--- config.mk ---
export PLATFORM = sky130hd
export DESIGN_NAME = array_linked_list_manager
export DESIGN_NICKNAME = d
export VERILOG_FILES = /design/src/allm_pkg.sv /design/src/allm_link_store.sv /design/src/array_linked_list_manager.sv
export SDC_FILE = /design/constraint.sdc
export NUM_CORES = 1
export LEC_CHECK = 0
export ABC_AREA = 1
export CAP_MARGIN = 20
export CORE_UTILIZATION = 45
export CTS_BUF_LIST = sky130_fd_sc_hd__clkbuf_4 sky130_fd_sc_hd__clkbuf_8 sky130_fd_sc_hd__clkbuf_16
export CTS_CLUSTER_DIAMETER = 80
export DETAILED_ROUTE_END_ITERATION = 6
export DONT_BUFFER_PORTS = 1
export GPL_TIMING_DRIVEN = 0
export PLACE_DENSITY_LB_ADDON = 0.08
export SLEW_MARGIN = 40
export SYNTH_ARGS = -nofsm -noshare
export SYNTH_HDL_FRONTEND = slang
export SYNTH_SLANG_ARGS = --single-unit
--- constraint.sdc ---
create_clock -name clk -period 7.6 [get_ports clk]
set_input_delay 0.76 -clock clk [delete_from_list [all_inputs] [get_ports clk]]
set_output_delay 0.76 -clock clk [all_outputs]
set_load 0.05 [all_outputs]
--- src/allm_pkg.sv ---
package allm_pkg;

  localparam int DEF_NUM_SLOTS = 16;

  localparam int REQ_W      = 3;
  localparam int VAL_W      = 31;
  localparam int ST_W       = 2;
  localparam int SLOT_OUT_W = 4;

  // request codes
  localparam logic [REQ_W-1:0] REQ_INS_HEAD   = 3'd0;
  localparam logic [REQ_W-1:0] REQ_INS_AFTER  = 3'd1;
  localparam logic [REQ_W-1:0] REQ_INS_BEFORE = 3'd2;
  localparam logic [REQ_W-1:0] REQ_REMOVE     = 3'd3;
  localparam logic [REQ_W-1:0] REQ_SEARCH     = 3'd4;

  // status codes
  localparam logic [ST_W-1:0] ST_OK       = 2'd0;
  localparam logic [ST_W-1:0] ST_FULL     = 2'd1;
  localparam logic [ST_W-1:0] ST_NOTFOUND = 2'd2;
  localparam logic [ST_W-1:0] ST_EMPTY    = 2'd3;

endpackage

--- src/allm_link_store.sv ---
module allm_link_store #(
  parameter int NUM_SLOTS = allm_pkg::DEF_NUM_SLOTS
) (
  input  logic                           clk,
  input  logic                           rst_n,
  input  logic [$clog2(NUM_SLOTS)-1:0]   rd_addr,
  output logic [$clog2(NUM_SLOTS)-1:0]   rd_data,
  input  logic                           wr_en,
  input  logic [$clog2(NUM_SLOTS)-1:0]   wr_addr,
  input  logic [$clog2(NUM_SLOTS)-1:0]   wr_data,
  input  logic                           clr_en,
  input  logic [$clog2(NUM_SLOTS)-1:0]   clr_addr
);
  import allm_pkg::*;

  localparam int SW = $clog2(NUM_SLOTS);

  logic [SW-1:0]        lmem [NUM_SLOTS];
  logic [NUM_SLOTS-1:0] lv_r;
  logic [SW-1:0]        rd_raw_r;
  logic                 rd_vld_r;

  // link storage, registered read
  always_ff @(posedge clk) begin
    if (wr_en) begin
      lmem[wr_addr] <= wr_data;
    end
    rd_raw_r <= lmem[rd_addr];
  end

  // per-entry valid; an invalid entry reads as link 0
  always_ff @(posedge clk) begin
    if (!rst_n) begin
      lv_r     <= '0;
      rd_vld_r <= 1'b0;
    end else begin
      if (wr_en) begin
        lv_r[wr_addr] <= 1'b1;
      end
      if (clr_en) begin
        lv_r[clr_addr] <= 1'b0;
      end
      rd_vld_r <= lv_r[rd_addr];
    end
  end

  assign rd_data = rd_vld_r ? rd_raw_r : '0;

endmodule

--- src/array_linked_list_manager.sv ---
// Channel   | Ports                                        | Handshake
// ----------+----------------------------------------------+------------------------------
// request   | in_req_type, in_item_value, in_anchor_value  | taken when start && !busy
// result    | out_status, out_slot_index,                  | out_valid high for one cycle,
//           | out_successor_value, out_is_last             | no back-pressure
//
// One request at a time. Inserts first scan the in-use bits for the lowest free
// slot (one slot per cycle, up to NUM_SLOTS-1 slots), then walk the chain
// through the link memory; each step of the walk waits on a registered
// link/value read. Link updates take one or two writes. The result strobe follows
// in the cycle after the last busy cycle, and a new request can be taken in that
// same cycle. Reset is synchronous, active low; it empties the list at once
// (link valid bits and in-use bits clear). The result receiver cannot stall.
module array_linked_list_manager #(
  parameter int NUM_SLOTS = allm_pkg::DEF_NUM_SLOTS
) (
  input  logic                              clk,
  input  logic                              rst_n,
  input  logic                              start,
  output logic                              busy,
  input  logic [allm_pkg::REQ_W-1:0]        in_req_type,
  input  logic [allm_pkg::VAL_W-1:0]        in_item_value,
  input  logic [allm_pkg::VAL_W-1:0]        in_anchor_value,
  output logic                              out_valid,
  output logic [allm_pkg::ST_W-1:0]         out_status,
  output logic [allm_pkg::SLOT_OUT_W-1:0]   out_slot_index,
  output logic [allm_pkg::VAL_W-1:0]        out_successor_value,
  output logic                              out_is_last
);
  import allm_pkg::*;

  localparam int SW = $clog2(NUM_SLOTS);

  // sequencer states
  localparam logic [3:0] S_IDLE   = 4'd0;
  localparam logic [3:0] S_SCAN   = 4'd1;  // free-slot search
  localparam logic [3:0] S_WSTART = 4'd2;  // issue head read
  localparam logic [3:0] S_WLNK   = 4'd3;  // follow link
  localparam logic [3:0] S_WCMP   = 4'd4;  // compare element value
  localparam logic [3:0] S_WR1    = 4'd5;  // fill new slot
  localparam logic [3:0] S_WR2    = 4'd6;  // hook new slot into chain
  localparam logic [3:0] S_SUCC   = 4'd7;  // successor value read back
  localparam logic [3:0] S_DONE   = 4'd8;

  logic [3:0]           state_r, state_nxt;
  logic [REQ_W-1:0]     type_r, type_nxt;
  logic [VAL_W-1:0]     val_r, val_nxt;
  logic [VAL_W-1:0]     anc_r, anc_nxt;
  logic [SW-1:0]        idx_r, idx_nxt;
  logic [SW-1:0]        f_r, f_nxt;      // new slot
  logic [SW-1:0]        c_r, c_nxt;      // current element
  logic [SW-1:0]        p_r, p_nxt;      // its predecessor
  logic [SW-1:0]        tgt_r, tgt_nxt;  // slot whose link gets the new slot
  logic [SW-1:0]        nxt_r, nxt_nxt;  // link carried by the new slot
  logic [SW:0]          n_r, n_nxt;      // walk step count
  logic [NUM_SLOTS-1:0] inuse_r, inuse_nxt;
  logic [ST_W-1:0]      status_r, status_nxt;
  logic [SW-1:0]        slot_r, slot_nxt;
  logic [VAL_W-1:0]     succ_r, succ_nxt;
  logic                 last_r, last_nxt;
  logic                 out_valid_r, out_valid_nxt;

  // value memory (no reset; read only where in use)
  logic [VAL_W-1:0]     vmem [NUM_SLOTS];
  logic [VAL_W-1:0]     val_q;
  logic [SW-1:0]        v_addr;
  logic                 v_we;

  // link store ports
  logic [SW-1:0]        l_addr, l_wdata, l_waddr, l_caddr;
  logic [SW-1:0]        lnk_q;
  logic                 l_we, l_clr;

  logic [VAL_W-1:0]     key;
  logic                 lnk_end;
  logic                 is_ins;

  allm_link_store #(
    .NUM_SLOTS(NUM_SLOTS)
  ) u_links (
    .clk      (clk),
    .rst_n    (rst_n),
    .rd_addr  (l_addr),
    .rd_data  (lnk_q),
    .wr_en    (l_we),
    .wr_addr  (l_waddr),
    .wr_data  (l_wdata),
    .clr_en   (l_clr),
    .clr_addr (l_caddr)
  );

  always_ff @(posedge clk) begin
    if (v_we) begin
      vmem[f_r] <= val_r;
    end
    val_q <= vmem[v_addr];
  end

  // match key: anchor for positioned inserts, item value otherwise
  assign key     = (type_r == REQ_REMOVE || type_r == REQ_SEARCH) ? val_r : anc_r;
  // link ends the chain: zero or out of range
  assign lnk_end = (lnk_q == '0) || ({1'b0, lnk_q} >= (SW+1)'(NUM_SLOTS));
  assign is_ins  = (type_r == REQ_INS_HEAD) || (type_r == REQ_INS_AFTER) ||
                   (type_r == REQ_INS_BEFORE);

  always_comb begin
    state_nxt     = state_r;
    type_nxt      = type_r;
    val_nxt       = val_r;
    anc_nxt       = anc_r;
    idx_nxt       = idx_r;
    f_nxt         = f_r;
    c_nxt         = c_r;
    p_nxt         = p_r;
    tgt_nxt       = tgt_r;
    nxt_nxt       = nxt_r;
    n_nxt         = n_r;
    inuse_nxt     = inuse_r;
    status_nxt    = status_r;
    slot_nxt      = slot_r;
    succ_nxt      = succ_r;
    last_nxt      = last_r;
    out_valid_nxt = 1'b0;
    v_addr        = c_r;
    v_we          = 1'b0;
    l_addr        = c_r;
    l_we          = 1'b0;
    l_waddr       = f_r;
    l_wdata       = nxt_r;
    l_clr         = 1'b0;
    l_caddr       = c_r;

    case (state_r)
      S_IDLE: begin
        if (start) begin
          type_nxt   = in_req_type;
          val_nxt    = in_item_value;
          anc_nxt    = in_anchor_value;
          status_nxt = ST_OK;
          slot_nxt   = '0;
          succ_nxt   = '0;
          last_nxt   = 1'b0;
          n_nxt      = '0;
          p_nxt      = '0;
          idx_nxt    = SW'(1);
          if (in_req_type == REQ_INS_HEAD || in_req_type == REQ_INS_AFTER ||
              in_req_type == REQ_INS_BEFORE) begin
            state_nxt = S_SCAN;
          end else if (in_req_type == REQ_REMOVE || in_req_type == REQ_SEARCH) begin
            state_nxt = S_WSTART;
          end else begin
            status_nxt = ST_NOTFOUND;  // unknown request
            state_nxt  = S_DONE;
          end
        end
      end

      S_SCAN: begin
        if (!inuse_r[idx_r]) begin
          f_nxt     = idx_r;
          state_nxt = S_WSTART;
        end else if (idx_r == SW'(NUM_SLOTS - 1)) begin
          status_nxt = ST_FULL;
          state_nxt  = S_DONE;
        end else begin
          idx_nxt = idx_r + 1'b1;
        end
      end

      S_WSTART: begin
        l_addr    = '0;
        state_nxt = S_WLNK;
      end

      S_WLNK: begin
        if (type_r == REQ_INS_HEAD) begin
          nxt_nxt   = lnk_q;
          tgt_nxt   = '0;
          state_nxt = S_WR1;
        end else if (lnk_end || n_r == (SW+1)'(NUM_SLOTS)) begin
          if (n_r == '0 && lnk_q == '0 && !is_ins) begin
            status_nxt = ST_EMPTY;
          end else begin
            status_nxt = ST_NOTFOUND;
          end
          state_nxt = S_DONE;
        end else begin
          c_nxt     = lnk_q;
          l_addr    = lnk_q;
          v_addr    = lnk_q;
          state_nxt = S_WCMP;
        end
      end

      S_WCMP: begin
        // lnk_q holds link of c, val_q its value
        if (val_q == key) begin
          case (type_r)
            REQ_INS_AFTER: begin
              nxt_nxt   = lnk_q;
              tgt_nxt   = c_r;
              state_nxt = S_WR1;
            end
            REQ_INS_BEFORE: begin
              nxt_nxt   = c_r;
              tgt_nxt   = p_r;
              state_nxt = S_WR1;
            end
            REQ_REMOVE: begin
              l_we           = 1'b1;
              l_waddr        = p_r;
              l_wdata        = lnk_q;
              l_clr          = 1'b1;
              l_caddr        = c_r;
              inuse_nxt[c_r] = 1'b0;
              slot_nxt       = c_r;
              state_nxt      = S_DONE;
            end
            default: begin  // search
              slot_nxt = c_r;
              if (lnk_end) begin
                last_nxt  = 1'b1;
                state_nxt = S_DONE;
              end else begin
                v_addr    = lnk_q;
                state_nxt = S_SUCC;
              end
            end
          endcase
        end else begin
          p_nxt     = c_r;
          n_nxt     = n_r + 1'b1;
          l_addr    = c_r;  // re-present link of c to the follow step
          state_nxt = S_WLNK;
        end
      end

      S_SUCC: begin
        succ_nxt  = val_q;
        state_nxt = S_DONE;
      end

      S_WR1: begin
        l_we           = 1'b1;
        l_waddr        = f_r;
        l_wdata        = nxt_r;
        v_we           = 1'b1;
        inuse_nxt[f_r] = 1'b1;
        state_nxt      = S_WR2;
      end

      S_WR2: begin
        l_we      = 1'b1;
        l_waddr   = tgt_r;
        l_wdata   = f_r;
        slot_nxt  = f_r;
        state_nxt = S_DONE;
      end

      S_DONE: begin
        out_valid_nxt = 1'b1;
        state_nxt     = S_IDLE;
      end

      default: begin
        state_nxt = S_IDLE;
      end
    endcase
  end

  // control state
  always_ff @(posedge clk) begin
    if (!rst_n) begin
      state_r     <= S_IDLE;
      inuse_r     <= '0;
      out_valid_r <= 1'b0;
    end else begin
      state_r     <= state_nxt;
      inuse_r     <= inuse_nxt;
      out_valid_r <= out_valid_nxt;
    end
  end

  // datapath
  always_ff @(posedge clk) begin
    type_r   <= type_nxt;
    val_r    <= val_nxt;
    anc_r    <= anc_nxt;
    idx_r    <= idx_nxt;
    f_r      <= f_nxt;
    c_r      <= c_nxt;
    p_r      <= p_nxt;
    tgt_r    <= tgt_nxt;
    nxt_r    <= nxt_nxt;
    n_r      <= n_nxt;
    status_r <= status_nxt;
    slot_r   <= slot_nxt;
    succ_r   <= succ_nxt;
    last_r   <= last_nxt;
  end

  assign busy                = (state_r != S_IDLE);
  assign out_valid           = out_valid_r;
  assign out_status          = status_r;
  assign out_slot_index      = SLOT_OUT_W'(slot_r);
  assign out_successor_value = succ_r;
  assign out_is_last         = last_r;

endmodule

; ---- Yosys cells after proc, flatten, opt, wreduce, memory -nomap -nowiden
; Memory sizes are Yosys's and may differ from the RTL's. A register that Yosys moved wholly into a read port is not among the register bits.
; Cells that the tools add are included.
[op_classes]
bitwise = 6
n_lt_le_gt_ge = 8
eq_ne = 34
n_reduce_logical = 41
mux = 89
n_addsub = 2
[ops]
columns = operator, n
row1 = $mux 4, 30
row2 = $pmux 4 s2, 11
row3 = $mux 16, 5
row4 = $mux 31, 2
row5 = $pmux 31 s2, 1
row6 = $and 16x16->16, 2
row7 = $or 16x16->16, 2
row8 = $pmux 16 s2, 1
row9 = $eq 31x31->1, 1
row10 = $pmux 4 s7, 1
row11 = $ne 2x2->1 const B, 13
row12 = $lt 4x5->1 const B, 5
row13 = $mux 1, 19
row14 = $eq 4x3->1 const B, 4
row15 = $not 16->16, 1
row16 = $mux 2, 7
row17 = $demux 1 s4, 3
row18 = $eq 3x2->1 const B, 4
row19 = $ge 4x1->1 const B, 3
row20 = $pmux 4 s3, 1
row21 = $reduce_and 4->1, 3
row22 = $mux 5, 2
row23 = $pmux 5 s2, 1
row24 = $reduce_bool 2->1, 5
row25 = 27 further kinds, 53
[totals]
ff_bits = 170
mem_bits_rw = 560
output_inout_bits = 40
mem_count = 2
[mem_list]
columns = name, words, word_bits, rd, rd_ports_with_merged_regs, wr, line
row1 = vmem, 16, 31, 1, 1, 1, array_linked_list_manager.sv:64  ; logic [VAL_W-1:0] vmem [NUM_SLOTS];
row2 = u_links.lmem, 16, 4, 1, 1, 1, allm_link_store.sv:18  ; logic [SW-1:0] lmem [NUM_SLOTS];

; ---- Logic depth before layout (Yosys ltp)
[logic_depth]
depth_word = 15
mapped_depth = 27
ltp_nobuf = 23

; ---- Hierarchy
; From an unflattened synthesis, not the netlist that was laid out.
[unflattened]
cells_unflattened = 2918
area_unflattened_um2 = 32032.0
[modules_own_cells]
columns = mod, area_each_um2, cells_each, n_inst, seq_area_each_um2
row1 = array_linked_list_manager, 28412.2, 2566, 1, 19899.1
row2 = allm_link_store, 3619.7, 352, 1, 2342.2

; ---- Worst setup path after synthesis
; OpenSTA, ideal clock, no wires.
[synth_timing]
path_kind = reg-to-reg
startpoint = reg state_r[1]
endpoint = reg anc_r[0] (enable)
path_stages_with_launch = 7
setup_ns = 0.489
synth_period_minus_slack_ns = 4.356
required_ns = 7.111
slack_ns = 3.244
arrival_ns = 3.868
path_cell_list = dfxtp_1 > clkbuf_1 > nor2_1 > inv_1 > nor2_1 > inv_1 > nor2_1
[synth_via]
elab_chain_len = 2
[synth_rtl]
columns = element, line
row1 = from (decl), array_linked_list_manager.sv:45  ; logic [3:0] state_r, state_nxt;
row2 = from (signal assigned), array_linked_list_manager.sv:278  ; state_r <= state_nxt;
row3 = $logic_not 4->1, array_linked_list_manager.sv:133  ; case (state_r)
row4 = $reduce_and 2->1 (no line), n/a
row5 = to (signal assigned), array_linked_list_manager.sv:288  ; anc_r <= anc_nxt;
row6 = to (decl), array_linked_list_manager.sv:48  ; logic [VAL_W-1:0] anc_r, anc_nxt;
; No other way between the ends.
; A chain may end at the register's enable or synchronous reset.

; ---- Worst setup path after layout
[layout_timing]
startpoint = reg type_r[2]
endpoint = reg val_q[4], read port of vmem
[layout_via]
elab_chain_len = 6
elab_cells_between_ends = 13
cone_classes = eq/ne: 5 / mux: 5 / reduce/logical: 3
[layout_rtl]
columns = element, line
row1 = from (decl), array_linked_list_manager.sv:46  ; logic [REQ_W-1:0] type_r, type_nxt;
row2 = from (signal assigned), array_linked_list_manager.sv:286  ; type_r <= type_nxt;
row3 = $eq 3x2->1 or $eq 3x3->1 (tied branches), "array_linked_list_manager.sv:100, array_linked_list_manager.sv:198"
row4 = $logic_or 1x1->1, array_linked_list_manager.sv:100  ; assign key = (type_r == REQ_REMOVE || type_r == REQ_SEARCH) ? val_r : anc_r;
row5 = $mux 31, array_linked_list_manager.sv:100
row6 = $eq 31x31->1, array_linked_list_manager.sv:197  ; if (val_q == key) begin
row7 = $mux 4, array_linked_list_manager.sv:197
row8 = $pmux 4 s2 (*), array_linked_list_manager.sv:133
row9 = to (decl), array_linked_list_manager.sv:65  ; logic [VAL_W-1:0] val_q;
; Every way passes the cells marked *; elsewhere a longest branch is shown, timed or not.

==> run summary <==
The placeable core region is roughly 73,000 µm². The total power draw is roughly 11,000 µW. The sequential element share of the synthesized area is ~67%. The first-pass GRT wire length is around 150,000 µm. The effective utilization at floorplan came out at between 40% and 50%. The area added between synthesis and finish is 15.1%.

The number of I/O port buffers came out at 0. The post-CTS repair timing setup buffer count is 0. After synthesis the cells add up to approximately 33,000 µm².

The initial antenna violation count was 0. The worst path uses about three fifths of the clock period. The final layout contains routed wiring with a total length of 103,000 µm.

The final count of hold timing violations is 0. Summed over all failing endpoints, the final setup total negative slack is 0 ns. The path with the worst hold slack has its endpoint at val_r[14]. TritonCTS built the clock tree. The final critical-path required period came out at 4.54 ns. For this design, the sink count on the clock tree is about 770. The detailed router placed 23,800 vias in this run. The worst register-to-register path begins at type_r[2].

The worst supply voltage drop on vdd is between 150 and 200 µV. The DRC violation count after routing is 0. The endpoint required time on the critical path came out at 8.07 ns. For this run, the number of Yosys warnings is 0.

The type of element capturing the critical path is a register. The post-cts resize count came out at 0. For the pin with the worst max-slew slack, the measured transition is around 0.93 ns. The netlist uses between 40 and 50 different library cells. The worst pin sits at a relative slew slack of 38.0%. The worst setup path is launched from a register.

The total global-route track usage came out at approximately 28%. The fraction of final layout cells with drive strength greater than 1 is between 9 and 10%. The residual antenna-violating net count after detailed routing is 0.

The worst hold path passes through 0 cells. On the final layout, the worst clock skew is about 0.028 ns. The maximum clock insertion buffer count is 3. For flop-to-flop paths, the worst setup slack is 3.06 ns. The detailed-route vias per instance came out at between 5 and 6. The number of DRC markers after the initial detailed-route iteration is roughly 2,400. The flow ran to the end, and the final reports show no timing, DRC or antenna violations. The worst register-to-register path ends at val_q[4].

The via count of the first global-routing pass came to 22,900. The startpoint of the most critical hold path is in_item_value[14]. For the worst flop-to-flop path, the logic depth is 23. The pre-antenna-repair detailed-routing pass consisted of 5 iterations.

The number of pins with negative max-slew slack in the final report is 0. After the last flow step, the layout net total stands at about 3,400. The number of max-cap violations is 0. Routability-driven placement finished with a final weighted congestion of ~0.9. Detailed placement finished with a half-perimeter wire length of approximately 76,000 µm. The worst endpoint data arrival time came out at roughly 5 ns. The chip height came out at 274 µm. The die span in x came out at around 270 µm. The insertion delay of the later-clocked pin in the worst-skew pair came out at approximately 0.64 ns.

Setup repair after global routing left no endpoint under its margin. The total clock buffers created by CTS is 84. The maximum fanout along the worst path is 10. The number of H-tree levels came out at 3. After synthesis, the mean cell area works out to 10.4 µm².

The number of nets in the synthesized netlist came out at 3,265. The critical path class is register to register. The number of hold-repair buffers added at the cts stage came out at 0. Global routing finished with a remaining overflow of 0. The cell count after synthesis came out at ~3,200. The timing-limited maximum frequency came out at roughly 220 MHz.

The clock transition at the registers of the reported paths is roughly 0.060 ns. The top-level I/O count came out at between 100 and 150. The maximum number of pins on one net before global-route repair is 20. The die area came out at 74,900 µm². In this run the clock root is driven by a clkbuf_16. The wire length per cell after detailed routing is 23.7 µm. The final-report setup violation count is 0. The tightest min-delay check is of the input pin to register type.

The number of standard-cell rows in the floorplan is 99. The power per cell area is 291 nW/µm². The synthesis-stage register bit count came out at about 770.

The leakage component of the power is ~0.015 µW.
[where the power goes]
| group | leakage, µW | internal [µW] | switching, µW |
|---|---|---|---|
| registers | 0.00691 | 4990 | 473 |
| clock network | 0.00135 | 2340 | 1640 |
| logic | 0.00723 | 453 | 1220 |
| total | 0.0155 | 7790 | 3330 |
[metal layers]
layer / vias to the layer above / track usage [%] / routed length, µm
li1: 11000 / - / -
met5: - / 0 / 0
met2: 866 / 46.5 / 50400
met3: 170 / 3.32 / 5800
met1: 11700 / 36.9 / 43500
met4: 0 / 9.82 / 3670
[cell usage after synthesis (all sizes together)]
cell / instances / area (µm²)
edfxtp: 692 / 20800
o22ai: 7 / 43.8
nor4: 6 / 37.5
o221a: 2 / 22.5
dfxtp: 73 / 1460
a311oi: 2 / 17.5
a41oi: 1 / 8.76
nand4: 4 / 25.0
a211oi: 2 / 15.0
o2111ai: 1 / 8.76
inv: 480 / 1800
nand3b: 65 / 488
ha: 3 / 37.5
clkbuf: 58 / 218
nand2: 675 / 2560
xnor2: 1 / 8.76
buf: 103 / 627
a21oi: 44 / 243
o221ai: 14 / 123
a21boi: 1 / 7.51
o211ai: 14 / 105
nor3: 9 / 45.0
a221oi: 1 / 8.76
xor2: 1 / 8.76
nor2: 180 / 706
o21ai: 96 / 488
a21o: 1 / 7.51
o21ba: 1 / 10.0
a31oi: 4 / 25.0
o31ai: 1 / 7.51
nand3: 652 / 3270
[cell usage in the layout, fill, tap and decap left out, types with 4 or more instances in the layout]
| master | count |
|---|---|
| edfxtp_1 | 692 |
| nand2_1 | 669 |
| nand3_1 | 651 |
| inv_1 | 476 |
| nor2_1 | 155 |
| clkbuf_16 | 87 |
| o21ai_0 | 86 |
| dfxtp_1 | 73 |
| buf_2 | 69 |
| nand3b_1 | 65 |
| clkbuf_1 | 56 |
| a21oi_1 | 42 |
| buf_4 | 21 |
| buf_16 | 21 |
| buf_6 | 20 |
| nor2_4 | 20 |
| clkbuf_4 | 20 |
| clkinv_1 | 20 |
| buf_8 | 18 |
| clkinv_2 | 16 |
| o211ai_1 | 14 |
| o221ai_1 | 14 |
| o22ai_1 | 7 |
| nor3_1 | 7 |
| nor4_1 | 6 |
| nor2_2 | 5 |
| o21ai_2 | 5 |
| bufinv_16 | 5 |
| inv_2 | 4 |
| nand2_2 | 4 |
| o21ai_1 | 4 |
| nand4_1 | 4 |
| a31oi_1 | 4 |
[cell type report]
cell class / count / area (µm²)
clock buffer: 109 / 2350
buffer: 161 / 847
tap: 959 / 1200
sequential: 765 / 22200
multi-input combinational: 1788 / 8490
antenna: 1 / 2.50
inverter: 480 / 1800
timing repair buffer: 49 / 961
fill: 6445 / 34700
clock inverter: 43 / 322
[sequential cells by signal (all words and copies together) (netlist names), 2 cells and up]
| signal | flops |
|---|---|
| nxt_r | 4 |
| val_r | 31 |
| out_status | 2 |
| anc_r | 31 |
| val_q | 31 |
| f_r | 4 |
| state_r | 4 |
| tgt_r | 4 |
| type_r | 3 |
| p_r | 4 |
| u_links.lv_r | 16 |
| inuse_r | 16 |
| idx_r | 4 |
| out_successor_value | 31 |
| c_r | 4 |
| vmem | 496 |
| out_slot_index | 4 |
| u_links.rd_raw_r | 4 |
| u_links.lmem | 64 |
| n_r | 5 |
[per-stage QoR]
step / cell area, µm² / util (%) / hold slack [ns] / std cells / worst slack (ns)
after detailed placement: 35500 / 48.7 / 0.444 / 4199 / 3.03
after global routing: 38200 / 52.4 / 0.196 / 4354 / 2.88
after global placement: 34400 / 47.2 / 0.436 / 4153 / 0.401
final: 38200 / 52.4 / 0.212 / 4355 / 3.06
after CTS: 38200 / 52.3 / 0.188 / 4351 / 3.03
after floorplan: 33200 / - / 0.428 / 3194 / 3.24
[worst max-delay path: stages (launching register included)]
cell	delay, ns
edfxtp_1	0.35
buf_4	0.18
inv_2	0.07
nand3_2	0.23
nand2_2	0.19
buf_4	0.23
nand2_1	0.10
nand2_1	0.07
nand2_1	0.04
nand2_1	0.05
nand2_1	0.15
nor2_1	0.13
nand2_1	0.07
nor2_2	0.35
nand2_4	0.15
nor2_2	0.15
inv_2	0.06
nand2_1	0.06
nand3_1	0.15
a21oi_4	0.52
buf_2	0.44
nand3_1	0.18
nand3_1	0.22
nand2_1	0.19
[cell families (layout without fill, tap and decap cells)]
| kind of cell | Yosys count | after routing | synth area share (%) |
|---|---|---|---|
| adders and majority gates | 3 | 3 | 0.113 |
| AOI/OAI and AO/OA | 192 | 192 | 3.44 |
| buffers and inverters | 641 | 842 | 7.97 |
| other | 0 | 1 | 0 |
| and+or+nand+nor | 1591 | 1591 | 21.5 |
| xor gates and xnor gates | 2 | 2 | 0.0528 |
| DFF | 765 | 765 | 67.0 |
[how the worst max path moves through the flow]
stage	slack, ns	startpoint	end
6_report	3.06	type_r[2]	val_q[4]
2_1_floorplan	3.24	state_r[1]	anc_r[0]
3_3_place_gp	0.40	state_r[1]	val_r[23]
5_1_grt	2.88	type_r[1]	u_links.lmem[0][0]
3_5_place_dp	3.03	type_r[2]	val_q[29]
4_1_cts	3.03	type_r[2]	val_q[29]
(Power assumes the default switching activity.)
